### config.mk
export PLATFORM = sky130hd
export DESIGN_NAME = render_clock_drift_tracker_core
export DESIGN_NICKNAME = d
export VERILOG_FILES = /design/src/hdl/rcdt_pkg.sv /design/src/hdl/rcdt_ctrl.sv /design/src/hdl/rcdt_datapath.sv /design/src/hdl/render_clock_drift_tracker_core.sv
export SDC_FILE = /design/constraint.sdc
export NUM_CORES = 2
export LEC_CHECK = 0
export ABC_AREA = 1
export BUFFER_PORTS_ARGS = -buffer_cell sky130_fd_sc_hd__buf_2
export CORE_MARGIN = 1
export CORE_UTILIZATION = 40
export DETAILED_ROUTE_END_ITERATION = 12
export PLACE_DENSITY_LB_ADDON = 0.05
export SLEW_MARGIN = 10
export SYNTH_ARGS = -nofsm -noshare
export SYNTH_HDL_FRONTEND = slang
export SYNTH_SLANG_ARGS = --single-unit
export TNS_END_PERCENT = 30
### constraint.sdc
create_clock -name i_clk -period 11.4 [get_ports i_clk]
set_input_delay 2.28 -clock i_clk [delete_from_list [all_inputs] [get_ports i_clk]]
set_output_delay 2.28 -clock i_clk [all_outputs]
set_load 0.01 [all_outputs]
### src/hdl/rcdt_pkg.sv
// Shared types and constants for the render clock drift tracker.
// Used by the controller, the datapath, the top level and the checker.
package rcdt_pkg;

    // shared multiplier: 40 x 16 bits, registered product
    localparam int MUL_A_W = 40;
    localparam int MUL_B_W = 16;
    localparam int PROD_W  = MUL_A_W + MUL_B_W;

    localparam int Q8_SHIFT   = 8;
    localparam int FRAC_SHIFT = 16;

    localparam int CFG_W     = 32;
    localparam int CFG_IDX_W = 2;
    localparam int SRC_W     = 48;
    localparam int DELTA_W   = 32;
    localparam int SPEED_W   = 16;
    localparam int FRAC_W    = 16;
    localparam int ACT_W     = 2;

    localparam logic [SPEED_W-1:0] SPEED_ONE = 16'd256;

    localparam logic [CFG_W-1:0]  BASE_DELAY_RST  = 32'd6553600;
    localparam logic [CFG_W-1:0]  DRIFT_LIMIT_RST = 32'd32768000;
    localparam logic [FRAC_W-1:0] CORR_FRAC_RST   = 16'd6554;

    localparam logic [CFG_IDX_W-1:0] REG_BASE_DELAY  = 2'd0;
    localparam logic [CFG_IDX_W-1:0] REG_DRIFT_LIMIT = 2'd1;
    localparam logic [CFG_IDX_W-1:0] REG_CORR_FRAC   = 2'd2;

    localparam logic [ACT_W-1:0] ACT_INIT    = 2'd0;
    localparam logic [ACT_W-1:0] ACT_CORRECT = 2'd1;
    localparam logic [ACT_W-1:0] ACT_SNAP    = 2'd2;

    typedef enum logic [3:0] {
        ST_IDLE,
        ST_MUL_DELAY,
        ST_IDEAL,
        ST_INIT,
        ST_LIMIT,
        ST_ADVANCE,
        ST_DRIFT,
        ST_DECIDE,
        ST_CORR,
        ST_CLAMP,
        ST_DONE
    } t_state;

    typedef enum logic [1:0] {
        MUL_DELAY,
        MUL_LIMIT,
        MUL_ADV,
        MUL_CORR
    } t_mul_sel;

    typedef enum logic [3:0] {
        OP_NONE,
        OP_LOAD_IN,
        OP_IDEAL,
        OP_INIT,
        OP_LIMIT,
        OP_ADVANCE,
        OP_DRIFT,
        OP_SNAP,
        OP_CORR,
        OP_CLAMP,
        OP_COMMIT
    } t_dp_op;

    typedef struct packed {
        t_dp_op   op;
        t_mul_sel mul_sel;
    } t_cmd;

    typedef struct packed {
        logic init_hit;
        logic snap_hit;
    } t_sts;

endpackage

### src/hdl/rcdt_ctrl.sv
// Sequencer for the drift tracker: walks one word through the datapath steps.
// Depends on rcdt_pkg; drives rcdt_datapath through a command struct.
module rcdt_ctrl (
    input  logic          i_clk,
    input  logic          i_rst_n,
    input  logic          i_in_valid,
    output logic          o_in_ready,
    output logic          o_out_valid,
    input  logic          i_out_ready,
    input  rcdt_pkg::t_sts i_sts,
    output rcdt_pkg::t_cmd o_cmd
);

    rcdt_pkg::t_state r_state, n_state;
    logic             r_out_valid, n_out_valid;
    logic             commit;

    always_ff @(posedge i_clk) begin
        if (!i_rst_n) begin
            r_state     <= rcdt_pkg::ST_IDLE;
            r_out_valid <= 1'b0;
        end else begin
            r_state     <= n_state;
            r_out_valid <= n_out_valid;
        end
    end

    always_comb begin
        n_state       = r_state;
        o_cmd.op      = rcdt_pkg::OP_NONE;
        o_cmd.mul_sel = rcdt_pkg::MUL_DELAY;
        commit        = 1'b0;
        case (r_state)
            rcdt_pkg::ST_IDLE: begin
                if (i_in_valid) begin
                    o_cmd.op = rcdt_pkg::OP_LOAD_IN;
                    n_state  = rcdt_pkg::ST_MUL_DELAY;
                end
            end
            rcdt_pkg::ST_MUL_DELAY: begin
                o_cmd.mul_sel = rcdt_pkg::MUL_DELAY;
                n_state       = rcdt_pkg::ST_IDEAL;
            end
            rcdt_pkg::ST_IDEAL: begin
                o_cmd.op      = rcdt_pkg::OP_IDEAL;
                o_cmd.mul_sel = rcdt_pkg::MUL_LIMIT;
                n_state       = i_sts.init_hit ? rcdt_pkg::ST_INIT : rcdt_pkg::ST_LIMIT;
            end
            rcdt_pkg::ST_INIT: begin
                o_cmd.op = rcdt_pkg::OP_INIT;
                n_state  = rcdt_pkg::ST_DONE;
            end
            rcdt_pkg::ST_LIMIT: begin
                o_cmd.op      = rcdt_pkg::OP_LIMIT;
                o_cmd.mul_sel = rcdt_pkg::MUL_ADV;
                n_state       = rcdt_pkg::ST_ADVANCE;
            end
            rcdt_pkg::ST_ADVANCE: begin
                o_cmd.op = rcdt_pkg::OP_ADVANCE;
                n_state  = rcdt_pkg::ST_DRIFT;
            end
            rcdt_pkg::ST_DRIFT: begin
                o_cmd.op = rcdt_pkg::OP_DRIFT;
                n_state  = rcdt_pkg::ST_DECIDE;
            end
            rcdt_pkg::ST_DECIDE: begin
                // start the correction product whether or not it is needed
                o_cmd.mul_sel = rcdt_pkg::MUL_CORR;
                if (i_sts.snap_hit) begin
                    o_cmd.op = rcdt_pkg::OP_SNAP;
                    n_state  = rcdt_pkg::ST_CLAMP;
                end else begin
                    n_state  = rcdt_pkg::ST_CORR;
                end
            end
            rcdt_pkg::ST_CORR: begin
                o_cmd.op = rcdt_pkg::OP_CORR;
                n_state  = rcdt_pkg::ST_CLAMP;
            end
            rcdt_pkg::ST_CLAMP: begin
                o_cmd.op = rcdt_pkg::OP_CLAMP;
                n_state  = rcdt_pkg::ST_DONE;
            end
            rcdt_pkg::ST_DONE: begin
                // hold until the output register is free
                if (!r_out_valid || i_out_ready) begin
                    o_cmd.op = rcdt_pkg::OP_COMMIT;
                    commit   = 1'b1;
                    n_state  = rcdt_pkg::ST_IDLE;
                end
            end
            default: begin
                n_state = rcdt_pkg::ST_IDLE;
            end
        endcase
        n_out_valid = commit | (r_out_valid & ~i_out_ready);
    end

    assign o_in_ready  = (r_state == rcdt_pkg::ST_IDLE);
    assign o_out_valid = r_out_valid;

endmodule

### src/hdl/rcdt_datapath.sv
// Datapath for the drift tracker: configuration, follower state, shared
// multiplier and output register. Depends on rcdt_pkg; steered by rcdt_ctrl.
module rcdt_datapath #(
    parameter int TIME_WIDTH = 48
) (
    input  logic                             i_clk,
    input  logic                             i_rst_n,
    input  logic                             i_cfg_we,
    input  logic [rcdt_pkg::CFG_IDX_W-1:0]   i_cfg_index,
    input  logic [rcdt_pkg::CFG_W-1:0]       i_cfg_data,
    input  logic [rcdt_pkg::DELTA_W-1:0]     i_frame_delta,
    input  logic [rcdt_pkg::SRC_W-1:0]       i_source_time,
    input  logic [rcdt_pkg::SPEED_W-1:0]     i_speed_factor,
    input  rcdt_pkg::t_cmd                   i_cmd,
    output rcdt_pkg::t_sts                   o_sts,
    output logic [rcdt_pkg::SRC_W-1:0]       o_follower_time,
    output logic [rcdt_pkg::ACT_W-1:0]       o_action,
    output logic                             o_clamped
);

    localparam logic [TIME_WIDTH-1:0] TMAX = '1;

    function automatic logic [TIME_WIDTH-1:0] sat_time(input logic [63:0] v);
        return (v > 64'(TMAX)) ? TMAX : v[TIME_WIDTH-1:0];
    endfunction

    logic [rcdt_pkg::CFG_W-1:0]     r_base_delay;
    logic [rcdt_pkg::CFG_W-1:0]     r_drift_limit;
    logic [rcdt_pkg::FRAC_W-1:0]    r_corr_frac;
    logic [TIME_WIDTH-1:0]          r_fol;

    logic [rcdt_pkg::DELTA_W-1:0]   r_delta;
    logic [TIME_WIDTH-1:0]          r_src;
    logic [rcdt_pkg::SPEED_W-1:0]   r_speed;
    logic [rcdt_pkg::SPEED_W-1:0]   r_eff;
    logic [rcdt_pkg::PROD_W-1:0]    r_prod;
    logic [TIME_WIDTH-1:0]          r_ideal;
    logic [TIME_WIDTH-1:0]          r_limit;
    logic [TIME_WIDTH-1:0]          r_work;
    logic [TIME_WIDTH-1:0]          r_drift;
    logic                           r_up;
    logic [rcdt_pkg::ACT_W-1:0]     r_action;
    logic                           r_clamped;
    logic [rcdt_pkg::SRC_W-1:0]     r_out_time;
    logic [rcdt_pkg::ACT_W-1:0]     r_out_action;
    logic                           r_out_clamped;

    logic [rcdt_pkg::MUL_A_W-1:0]   mul_a;
    logic [rcdt_pkg::MUL_B_W-1:0]   mul_b;
    logic [rcdt_pkg::PROD_W-1:0]    mul_p;
    logic [TIME_WIDTH-1:0]          scaled;
    logic [TIME_WIDTH-1:0]          ideal;
    logic [TIME_WIDTH:0]            adv_sum;
    logic [TIME_WIDTH-1:0]          corr;
    logic [63:0]                    drift64;
    logic [63:0]                    work64;
    logic [63:0]                    corr64;

    // configuration registers
    always_ff @(posedge i_clk) begin
        if (!i_rst_n) begin
            r_base_delay  <= rcdt_pkg::BASE_DELAY_RST;
            r_drift_limit <= rcdt_pkg::DRIFT_LIMIT_RST;
            r_corr_frac   <= rcdt_pkg::CORR_FRAC_RST;
        end else if (i_cfg_we) begin
            case (i_cfg_index)
                rcdt_pkg::REG_BASE_DELAY:  r_base_delay  <= i_cfg_data;
                rcdt_pkg::REG_DRIFT_LIMIT: r_drift_limit <= i_cfg_data;
                rcdt_pkg::REG_CORR_FRAC:   r_corr_frac   <= i_cfg_data[rcdt_pkg::FRAC_W-1:0];
                default: ;
            endcase
        end
    end

    // shared multiplier operand select
    assign drift64 = 64'(r_drift);
    always_comb begin
        case (i_cmd.mul_sel)
            rcdt_pkg::MUL_DELAY: begin
                mul_a = rcdt_pkg::MUL_A_W'(r_base_delay);
                mul_b = r_eff;
            end
            rcdt_pkg::MUL_LIMIT: begin
                mul_a = rcdt_pkg::MUL_A_W'(r_drift_limit);
                mul_b = r_eff;
            end
            rcdt_pkg::MUL_ADV: begin
                mul_a = rcdt_pkg::MUL_A_W'(r_delta);
                mul_b = r_speed;
            end
            rcdt_pkg::MUL_CORR: begin
                // drift is at most the limit when this product is used, so 40 bits hold it
                mul_a = drift64[rcdt_pkg::MUL_A_W-1:0];
                mul_b = r_corr_frac;
            end
            default: begin
                mul_a = '0;
                mul_b = '0;
            end
        endcase
    end

    assign mul_p   = mul_a * mul_b;
    assign scaled  = sat_time(64'(r_prod >> rcdt_pkg::Q8_SHIFT));
    assign ideal   = (r_src > scaled) ? (r_src - scaled) : '0;
    assign adv_sum = {1'b0, r_fol} + {1'b0, scaled};
    assign corr64  = 64'(r_prod >> rcdt_pkg::FRAC_SHIFT);
    assign corr    = corr64[TIME_WIDTH-1:0];
    assign work64  = 64'(r_work);

    assign o_sts.init_hit = (r_fol == '0) && (r_src != '0);
    assign o_sts.snap_hit = (r_drift > r_limit);

    // follower state
    always_ff @(posedge i_clk) begin
        if (!i_rst_n) begin
            r_fol <= '0;
        end else if (i_cmd.op == rcdt_pkg::OP_COMMIT) begin
            r_fol <= r_work;
        end
    end

    always_ff @(posedge i_clk) begin
        r_prod <= mul_p;
        case (i_cmd.op)
            rcdt_pkg::OP_LOAD_IN: begin
                r_delta <= i_frame_delta;
                r_src   <= sat_time(64'(i_source_time));
                r_speed <= i_speed_factor;
                r_eff   <= (i_speed_factor < rcdt_pkg::SPEED_ONE) ?
                           rcdt_pkg::SPEED_ONE : i_speed_factor;
            end
            rcdt_pkg::OP_IDEAL: begin
                r_ideal <= ideal;
            end
            rcdt_pkg::OP_INIT: begin
                r_work    <= r_ideal;
                r_action  <= rcdt_pkg::ACT_INIT;
                r_clamped <= 1'b0;
            end
            rcdt_pkg::OP_LIMIT: begin
                r_limit <= scaled;
            end
            rcdt_pkg::OP_ADVANCE: begin
                r_work <= adv_sum[TIME_WIDTH] ? TMAX : adv_sum[TIME_WIDTH-1:0];
            end
            rcdt_pkg::OP_DRIFT: begin
                r_up    <= (r_ideal >= r_work);
                r_drift <= (r_ideal >= r_work) ? (r_ideal - r_work) : (r_work - r_ideal);
            end
            rcdt_pkg::OP_SNAP: begin
                r_work   <= r_ideal;
                r_action <= rcdt_pkg::ACT_SNAP;
            end
            rcdt_pkg::OP_CORR: begin
                r_work   <= r_up ? (r_work + corr) : (r_work - corr);
                r_action <= rcdt_pkg::ACT_CORRECT;
            end
            rcdt_pkg::OP_CLAMP: begin
                if (r_work > r_src) begin
                    r_work    <= r_src;
                    r_clamped <= 1'b1;
                end else begin
                    r_clamped <= 1'b0;
                end
            end
            rcdt_pkg::OP_COMMIT: begin
                r_out_time    <= work64[rcdt_pkg::SRC_W-1:0];
                r_out_action  <= r_action;
                r_out_clamped <= r_clamped;
            end
            default: ;
        endcase
    end

    assign o_follower_time = r_out_time;
    assign o_action        = r_out_action;
    assign o_clamped       = r_out_clamped;

endmodule

### src/hdl/render_clock_drift_tracker_core.sv
// Render clock drift tracker, top level: controller plus datapath.
// Depends on rcdt_pkg, rcdt_ctrl and rcdt_datapath.
//
// One frame word in gives one result word out. A word is taken only while the
// sequencer is idle, and all its products go through a single shared 40x16
// multiplier with a registered product. A new word waits for the whole run
// of the last: delay product, ideal, limit, advance, drift, decide, correction,
// clamp, done (a snap skips correction; initialisation runs ideal, init, done),
// with done held while a previous result still sits in the output register.
// Results sit in an output register, so the next frame is accepted while the
// last result waits. No clearing pass follows reset; configuration writes
// take effect at the next clock edge and belong between frames.
module render_clock_drift_tracker_core #(
    parameter int TIME_WIDTH = 48
) (
    input  logic                           i_clk,
    input  logic                           i_rst_n,
    input  logic                           i_cfg_we,
    input  logic [rcdt_pkg::CFG_IDX_W-1:0] i_cfg_index,
    input  logic [rcdt_pkg::CFG_W-1:0]     i_cfg_data,
    input  logic                           i_in_valid,
    output logic                           o_in_ready,
    input  logic [rcdt_pkg::DELTA_W-1:0]   i_frame_delta,
    input  logic [rcdt_pkg::SRC_W-1:0]     i_source_time,
    input  logic [rcdt_pkg::SPEED_W-1:0]   i_speed_factor,
    output logic                           o_out_valid,
    input  logic                           i_out_ready,
    output logic [rcdt_pkg::SRC_W-1:0]     o_follower_time,
    output logic [rcdt_pkg::ACT_W-1:0]     o_action,
    output logic                           o_clamped
);

    rcdt_pkg::t_cmd cmd;
    rcdt_pkg::t_sts sts;

    rcdt_ctrl u_ctrl (
        .i_clk       (i_clk),
        .i_rst_n     (i_rst_n),
        .i_in_valid  (i_in_valid),
        .o_in_ready  (o_in_ready),
        .o_out_valid (o_out_valid),
        .i_out_ready (i_out_ready),
        .i_sts       (sts),
        .o_cmd       (cmd)
    );

    rcdt_datapath #(
        .TIME_WIDTH (TIME_WIDTH)
    ) u_dp (
        .i_clk           (i_clk),
        .i_rst_n         (i_rst_n),
        .i_cfg_we        (i_cfg_we),
        .i_cfg_index     (i_cfg_index),
        .i_cfg_data      (i_cfg_data),
        .i_frame_delta   (i_frame_delta),
        .i_source_time   (i_source_time),
        .i_speed_factor  (i_speed_factor),
        .i_cmd           (cmd),
        .o_sts           (sts),
        .o_follower_time (o_follower_time),
        .o_action        (o_action),
        .o_clamped       (o_clamped)
    );

endmodule

---- Word-level counts from Yosys, hierarchy flattened ----
Cells that the tools add are included.
operators by class
  $add $sub $neg .......................... 6
  multipliers ............................. 1
  divide/modulo/power cells ............... 0
  magnitude comparators ................... 6
  equality and inequality tests ........... 28
  shifts and indexed selects .............. 0
  mux-type cells .......................... 23
  bitwise gates (word level) .............. 3
  reduce and logical (&&, ||, !) cells .... 19
operator list
  kind                                                                   number
  48-bit two-way mux                                                     5
  48-bit case mux with 4 select lines                                    1
  40-bit case mux with 4 select lines                                    1
  48-bit greater-than comparator                                         3
  48-bit subtractor                                                      3
  4-bit case mux with 10 select lines                                    2
  40-bit by 16-bit multiplier with 56-bit output                         1
  48-bit by 48-bit adder with 49-bit output                              1
  48-bit by 40-bit adder with 48-bit output                              1
  48-bit >= comparator                                                   1
  48-bit greater-than comparator, second input constant                  1
  48-bit logical NOT                                                     1
  16-bit case mux with 3 select lines                                    1
  48-bit nonzero test                                                    1
  48-bit by 40-bit subtractor with 48-bit output                         1
  4-bit by 3-bit equality test with 1-bit output, second input constant  8
  4-bit equality test, second input constant                             6
  4-bit by 2-bit equality test with 1-bit output, second input constant  4
  16-bit by 9-bit < comparator with 1-bit output, second input constant  1
  4-bit two-way mux                                                      3
  2-bit case mux with 3 select lines                                     2
  2-bit AND reduction                                                    5
  4-bit by 1-bit equality test with 1-bit output, second input constant  2
  2-bit equality test, second input constant                             3
  18 further kinds                                                       28
word-level totals
  register bits ........................... 548
  bits in latches ......................... 0
  memory bits (writable) .................. 0
  bits in read-only memories .............. 0
  input port bits ......................... 135
  output and inout port bits .............. 53
  word-level logic and storage cells ...... 107
  memories ................................ 0

---- Longest topological paths before layout ----
  depth in word-level cells ............... 8
  mapped depth ............................ 36
  mapped depth without buffers ............ 34

---- Modules after synthesis ----
Synthesis repeated with hierarchy kept, for this count alone.
unflattened totals
  cells, all modules ...................... 8,242
  area total of the unflattened synthesis .. 60,900.9 um^2
by module, submodules not included
  module         instances  cells each  area an instance (um^2)  seq. area each (um^2)
  rcdt_datapath  1          8,174       60,503.0                 14,303.7
  rcdt_ctrl      1          68          397.9                    100.1

---- Worst setup path after synthesis ----
OpenSTA, ideal clock, no wires.
  kind .................................... in2reg
  start ................................... in i_in_valid
  end ..................................... reg u_dp.r_delta[0] in the netlist's numbering, enable pin
  library setup time ...................... 0.721 ns
  arrival time ............................ 9.874 ns
  data required time ...................... 10.679 ns
  slack ................................... 0.805 ns
  stages on the path ...................... 2
  buffers on the path ..................... 0
  cell sequence ........................... inv_1 -> nor3_1
between the ends
  longest elaborated chain between the ends .. 3
ends and longest elaborated chain
  item                                            RTL line                               source
  start: declaration                              render_clock_drift_tracker_core.sv:21  input logic i_in_valid,
  1-bit two-way mux                               rcdt_ctrl.sv:35                        if (i_in_valid) begin
  4-bit case mux with 10 select lines             rcdt_ctrl.sv:33                        case (r_state)
  4-bit by 1-bit equality test with 1-bit output  rcdt_datapath.sv:125                   case (i_cmd.op)
  end signal: assignment                          rcdt_datapath.sv:127                   r_delta <= i_frame_delta;
  end: declaration                                rcdt_datapath.sv:32                    logic [rcdt_pkg::DELTA_W-1:0] r_delta;
Every way passes these cells.
A chain may end at the register's enable or synchronous reset.

---- Worst setup path after layout ----
  start ................................... reg u_ctrl.r_state[2]
  end ..................................... reg u_dp.r_prod[50] in the netlist's numbering
between the ends
  longest elaborated chain between the ends .. 6
  elaborated cells on any way between the ends .. 12
  those cells by class .................... 1 x mul; 6 x eq/ne; 3 x mux; 2 x reduce/logical
ends and longest elaborated chain
  item                                                                                                                     RTL line              source
  start: declaration                                                                                                       rcdt_ctrl.sv:14       rcdt_pkg::t_state r_state, n_state;
  start signal: assignment                                                                                                 rcdt_ctrl.sv:20       r_state <= rcdt_pkg::ST_IDLE;
  start signal: assignment                                                                                                 rcdt_ctrl.sv:23       r_state <= n_state;
  4-bit by 3-bit equality test with 1-bit output / 4-bit by 2-bit equality test with 1-bit output (equally long branches)  rcdt_ctrl.sv:33
  2-bit case mux with 3 select lines (*)                                                                                   rcdt_ctrl.sv:33
  2-bit by 1-bit equality test with 1-bit output / 2-bit logical NOT (equally long branches)                               rcdt_datapath.sv:78   case (i_cmd.mul_sel)
  2-bit OR reduction (no source line)                                                                                      -
  16-bit case mux with 3 select lines                                                                                      rcdt_datapath.sv:78
  40-bit by 16-bit multiplier with 56-bit output (*)                                                                       rcdt_datapath.sv:103  assign mul_p = mul_a * mul_b;
  named net u_dp.mul_p (one bit)                                                                                           rcdt_datapath.sv:50   logic [rcdt_pkg::PROD_W-1:0] mul_p;
  end signal: assignment                                                                                                   rcdt_datapath.sv:124  r_prod <= mul_p;
  end: declaration                                                                                                         rcdt_datapath.sv:36   logic [rcdt_pkg::PROD_W-1:0] r_prod;
Mark *: on every way through the listed nets, which the timed path passes. The rest lies on a longest branch.

==> impl_results.rst <==
.. list-table::
   :header-rows: 1

   * - Metric
     - Value
   * - Post-synthesis sequential area ratio
     - between 20% and 30%
   * - Number of stages on the worst setup path
     - 30
   * - Maximum number of pins on one net before global-route repair
     - 84
   * - Setup TNS after final layout
     - 0 ps
   * - Initial Utilization
     - about 40%
   * - Std-Cell Core Area
     - ~0.15 sq mm
   * - Number of cell instances on the worst register-to-register path
     - 30
   * - Vias
     - 56.7k
   * - Yosys warns
     - 0
   * - EDFF count, synth
     - approximately 360
   * - Routability cong.
     - approximately 1.0
   * - Synth async-reset ratio
     - 0%
   * - Share of layout cells above drive strength 1
     - 6.47%
   * - Sum of overflow across all layers after global routing
     - 0
   * - Startpoint of the worst hold path
     - u_dp.r_action[0]$_DFFE_PP_
   * - Reg-to-reg setup timing slack
     - between 2000 and 2500 ps
   * - Detail-routed via count per cell
     - between 5 and 6
   * - Clock transition at path regs
     - 60 ps
   * - Per-cell routed wire length
     - between 20 and 30 microns
   * - Final critical delay including setup and external delays
     - roughly 9000 ps
   * - Post-synthesis instance area
     - approximately 0.061 sq mm
   * - Global-route wire length before repair
     - roughly 400 mm
   * - Status
     - finished clean
   * - Hold/Removal Path Class
     - register to register
   * - Crit-path max cell delay
     - ~760 ps
   * - Crit-path slowest cell
     - inv_1
   * - Final hold violations
     - 0
   * - Horizontal extent of the die
     - a little under 400 microns
   * - Startpoint types
     - register
   * - DIE HEIGHT
     - between 300 and 400 microns
   * - Post-synthesis average cell area
     - roughly 7.4 sq um
   * - Post-CTS Setup Inserts
     - 0
   * - Number of clock buffers inserted by TritonCTS
     - between 70 and 80
   * - Main flop type after synthesis
     - edfxtp_1
   * - Startpoint of the lowest-slack register-to-register path
     - u_ctrl.r_state[2]$_SDFFE_PN0P_
   * - DRC violation total after the first TritonRoute iteration
     - 4570
   * - Main area contributors after synthesis
     - edfxtp_1 (18%), fa_1 (18%), nand2_1 (12%)
   * - Unique masters post-synth
     - a little over 60
   * - Tot GR Track Use
     - between 30% and 40%
   * - Bufs and invs on worst path
     - 9
   * - Worst setup path startpoint
     - u_ctrl.r_state[2]$_SDFFE_PN0P_
   * - Setup crit end kind
     - register
   * - Final number of setup-violating endpoints
     - 0
   * - Unrepaired setup endpoints after global routing
     - false
   * - Port Buffers
     - between 150 and 200
   * - Number of synthesized register bits
     - 540
   * - Worst endpoint required time
     - about 12000 ps
   * - Hold Buf Count CTS
     - 0
   * - Ports placed on the boundary
     - between 150 and 200
   * - DRT Pass-1 Iters
     - 5
   * - Endpoint of the worst setup timing path
     - u_dp.r_prod[50]$_DFF_P_
   * - Final instance area
     - between 0.06 and 0.07 sq mm
   * - Transition time at the pin with the least slew margin
     - around 1300 ps
   * - Area added between synthesis and finish
     - 9.58%
   * - Clock network latency to the later pin of the worst-skew pair
     - around 710 ps
   * - Worst slew margin
     - 9.41%
   * - Net Count, Synth
     - between 9k and 10k
   * - Share of the cycle needed by the critical path after routing
     - 79.7%
   * - Max-cap violation count
     - 0
   * - Worst reg2reg endpoint
     - u_dp.r_prod[50]$_DFF_P_
   * - Post-synth top area share
     - between 10% and 20%
   * - Via count of the first global-routing pass
     - 58.1k
   * - Sink Count
     - 540
   * - Antenna violations before repair
     - 15
   * - Area used by multi-input combinational logic
     - around 0.04 sq mm
   * - Worst-path maximum fanout
     - 54
   * - Leading cell types in the layout, fill and taps excluded
     - nand2_1 (1873), inv_1 (1563), nor2_1 (841)
   * - Largest area contributor in the synthesized netlist
     - edfxtp_1
   * - Area taken by flip-flops and latches
     - 0.0144 sq mm
   * - Number of nets in the final layout
     - 9472
   * - Final HPWL DP
     - around 230 mm
   * - Die Area
     - 0.153 sq mm
   * - Number of placement rows
     - ~140
   * - Clock root buffer
     - clkbuf_16
   * - Total of cells resized after clock tree synthesis
     - 0
   * - Max clock buf depth
     - 3
   * - Placed Instance Area
     - between 0.06 and 0.07 sq mm
   * - Total detailed-routing wirelength
     - 280 mm
   * - Skew final
     - between 30 and 40 ps
   * - Highest clock rate
     - 0.110 GHz
   * - Worst path top cell family by delay
     - adder cells
   * - H-tree depth reported by CTS
     - 3
   * - Total count of max-transition violations in the final report
     - 0
   * - Fillers
     - 15.8k
   * - Cells after Synth
     - around 8k
   * - Critical path class
     - register to register
   * - DR DRC count
     - 0
   * - Commonest non-fill, non-tap cell in the layout
     - nand2_1
   * - Final core utilization
     - around 44%
   * - Antenna-violating nets left
     - 0
   * - Crit path arrival time
     - just under 10000 ps
   * - CTS tree
     - yes
[cells in the mapped netlist (11+ instances only)]
cell type,count
buf_2,86
nor2_1,843
clkbuf_2,15
o21bai_1,45
xor2_1,160
fa_1,534
a21oi_1,588
inv_1,1568
o21a_1,33
nand3b_1,11
nand2_1,1874
o21ai_1,18
a31oi_1,56
dfxtp_1,181
o211ai_1,23
a21o_1,40
nand4_1,99
ha_1,460
clkbuf_1,159
inv_2,17
a21boi_0,13
edfxtp_1,359
nor4_1,43
nor3_1,65
nand3_1,247
xnor2_1,50
o21ai_0,492
nand2_2,13
clkinv_1,12
or2_2,31
[how the worst min path moves through the flow]
stage | endpoint | slack [ps] | cells past startpoint
global placement | u_dp.o_action[0]$_DFFE_PN_ | 400 | 0
detailed placement | u_dp.o_action[0]$_DFFE_PN_ | 410 | 0
CTS | u_dp.o_action[0]$_DFFE_PN_ | 430 | 0
finish | u_dp.o_action[0]$_DFFE_PN_ | 430 | 0
global route | u_dp.o_action[0]$_DFFE_PN_ | 430 | 0
floorplan | u_dp.o_action[0]$_DFFE_PN_ | 400 | 0
[stage by stage]
stage / hold slack, ps / setup slack (ps) / cells
final: 432 / 2320 / 10423
after global placement: 405 / 2300 / 10283
after CTS: 428 / 2420 / 10418
after global routing: 430 / 1880 / 10418
after floorplan: 400 / 805 / 8237
after detailed placement: 408 / 2420 / 10285
[per-layer routing]
| layer | share of wire [%] | global-route usage (%) | wire length (microns) |
|---|---|---|---|
| met1 | 38 | 41.8 | 105000 |
| met2 | 49 | 64.0 | 138000 |
| met3 | 5.7 | 4.62 | 16000 |
| met4 | 7.3 | 23.0 | 20300 |
| met5 | 0 | 0 | 0 |
[flip-flops by register name (all words and copies together) (netlist names), 32 cells and up]
name,flops
u_dp.r_prod,48
u_dp.r_delta,32
u_dp.r_drift_limit,32
u_dp.r_fol,48
u_dp.r_limit,48
u_dp.r_ideal,48
u_dp.r_drift,48
u_dp.r_base_delay,32
u_dp.o_follower_time,48
u_dp.r_work,48
u_dp.r_src,48
[cells by family (layout without fill, tap and decap cells)]
logic type	Yosys count	in the layout	synth area share, %
xor+xnor	210	210	3.03
mux	1	1	0.0165
other cells	0	5	0
flops	540	540	23.7
buf+inv	1872	2037	11.9
fa+ha+maj	994	994	27.1
simple gates	3258	3258	21.9
compound gates	1362	1362	12.3
[final cells by class]
type,instances,area share (%)
Inverter,1599,9.04
Tap cell,2016,3.79
Clock buffer,91,2.95
Sequential cell,540,21.7
Antenna cell,5,0.0188
Clock inverter,42,0.886
Multi-Input combinational cell,5825,58.9
Timing Repair Buffer,305,2.75
Power is not shown: default switching activity piles up to over one toggle a cycle in this logic, so the estimate is an artifact.
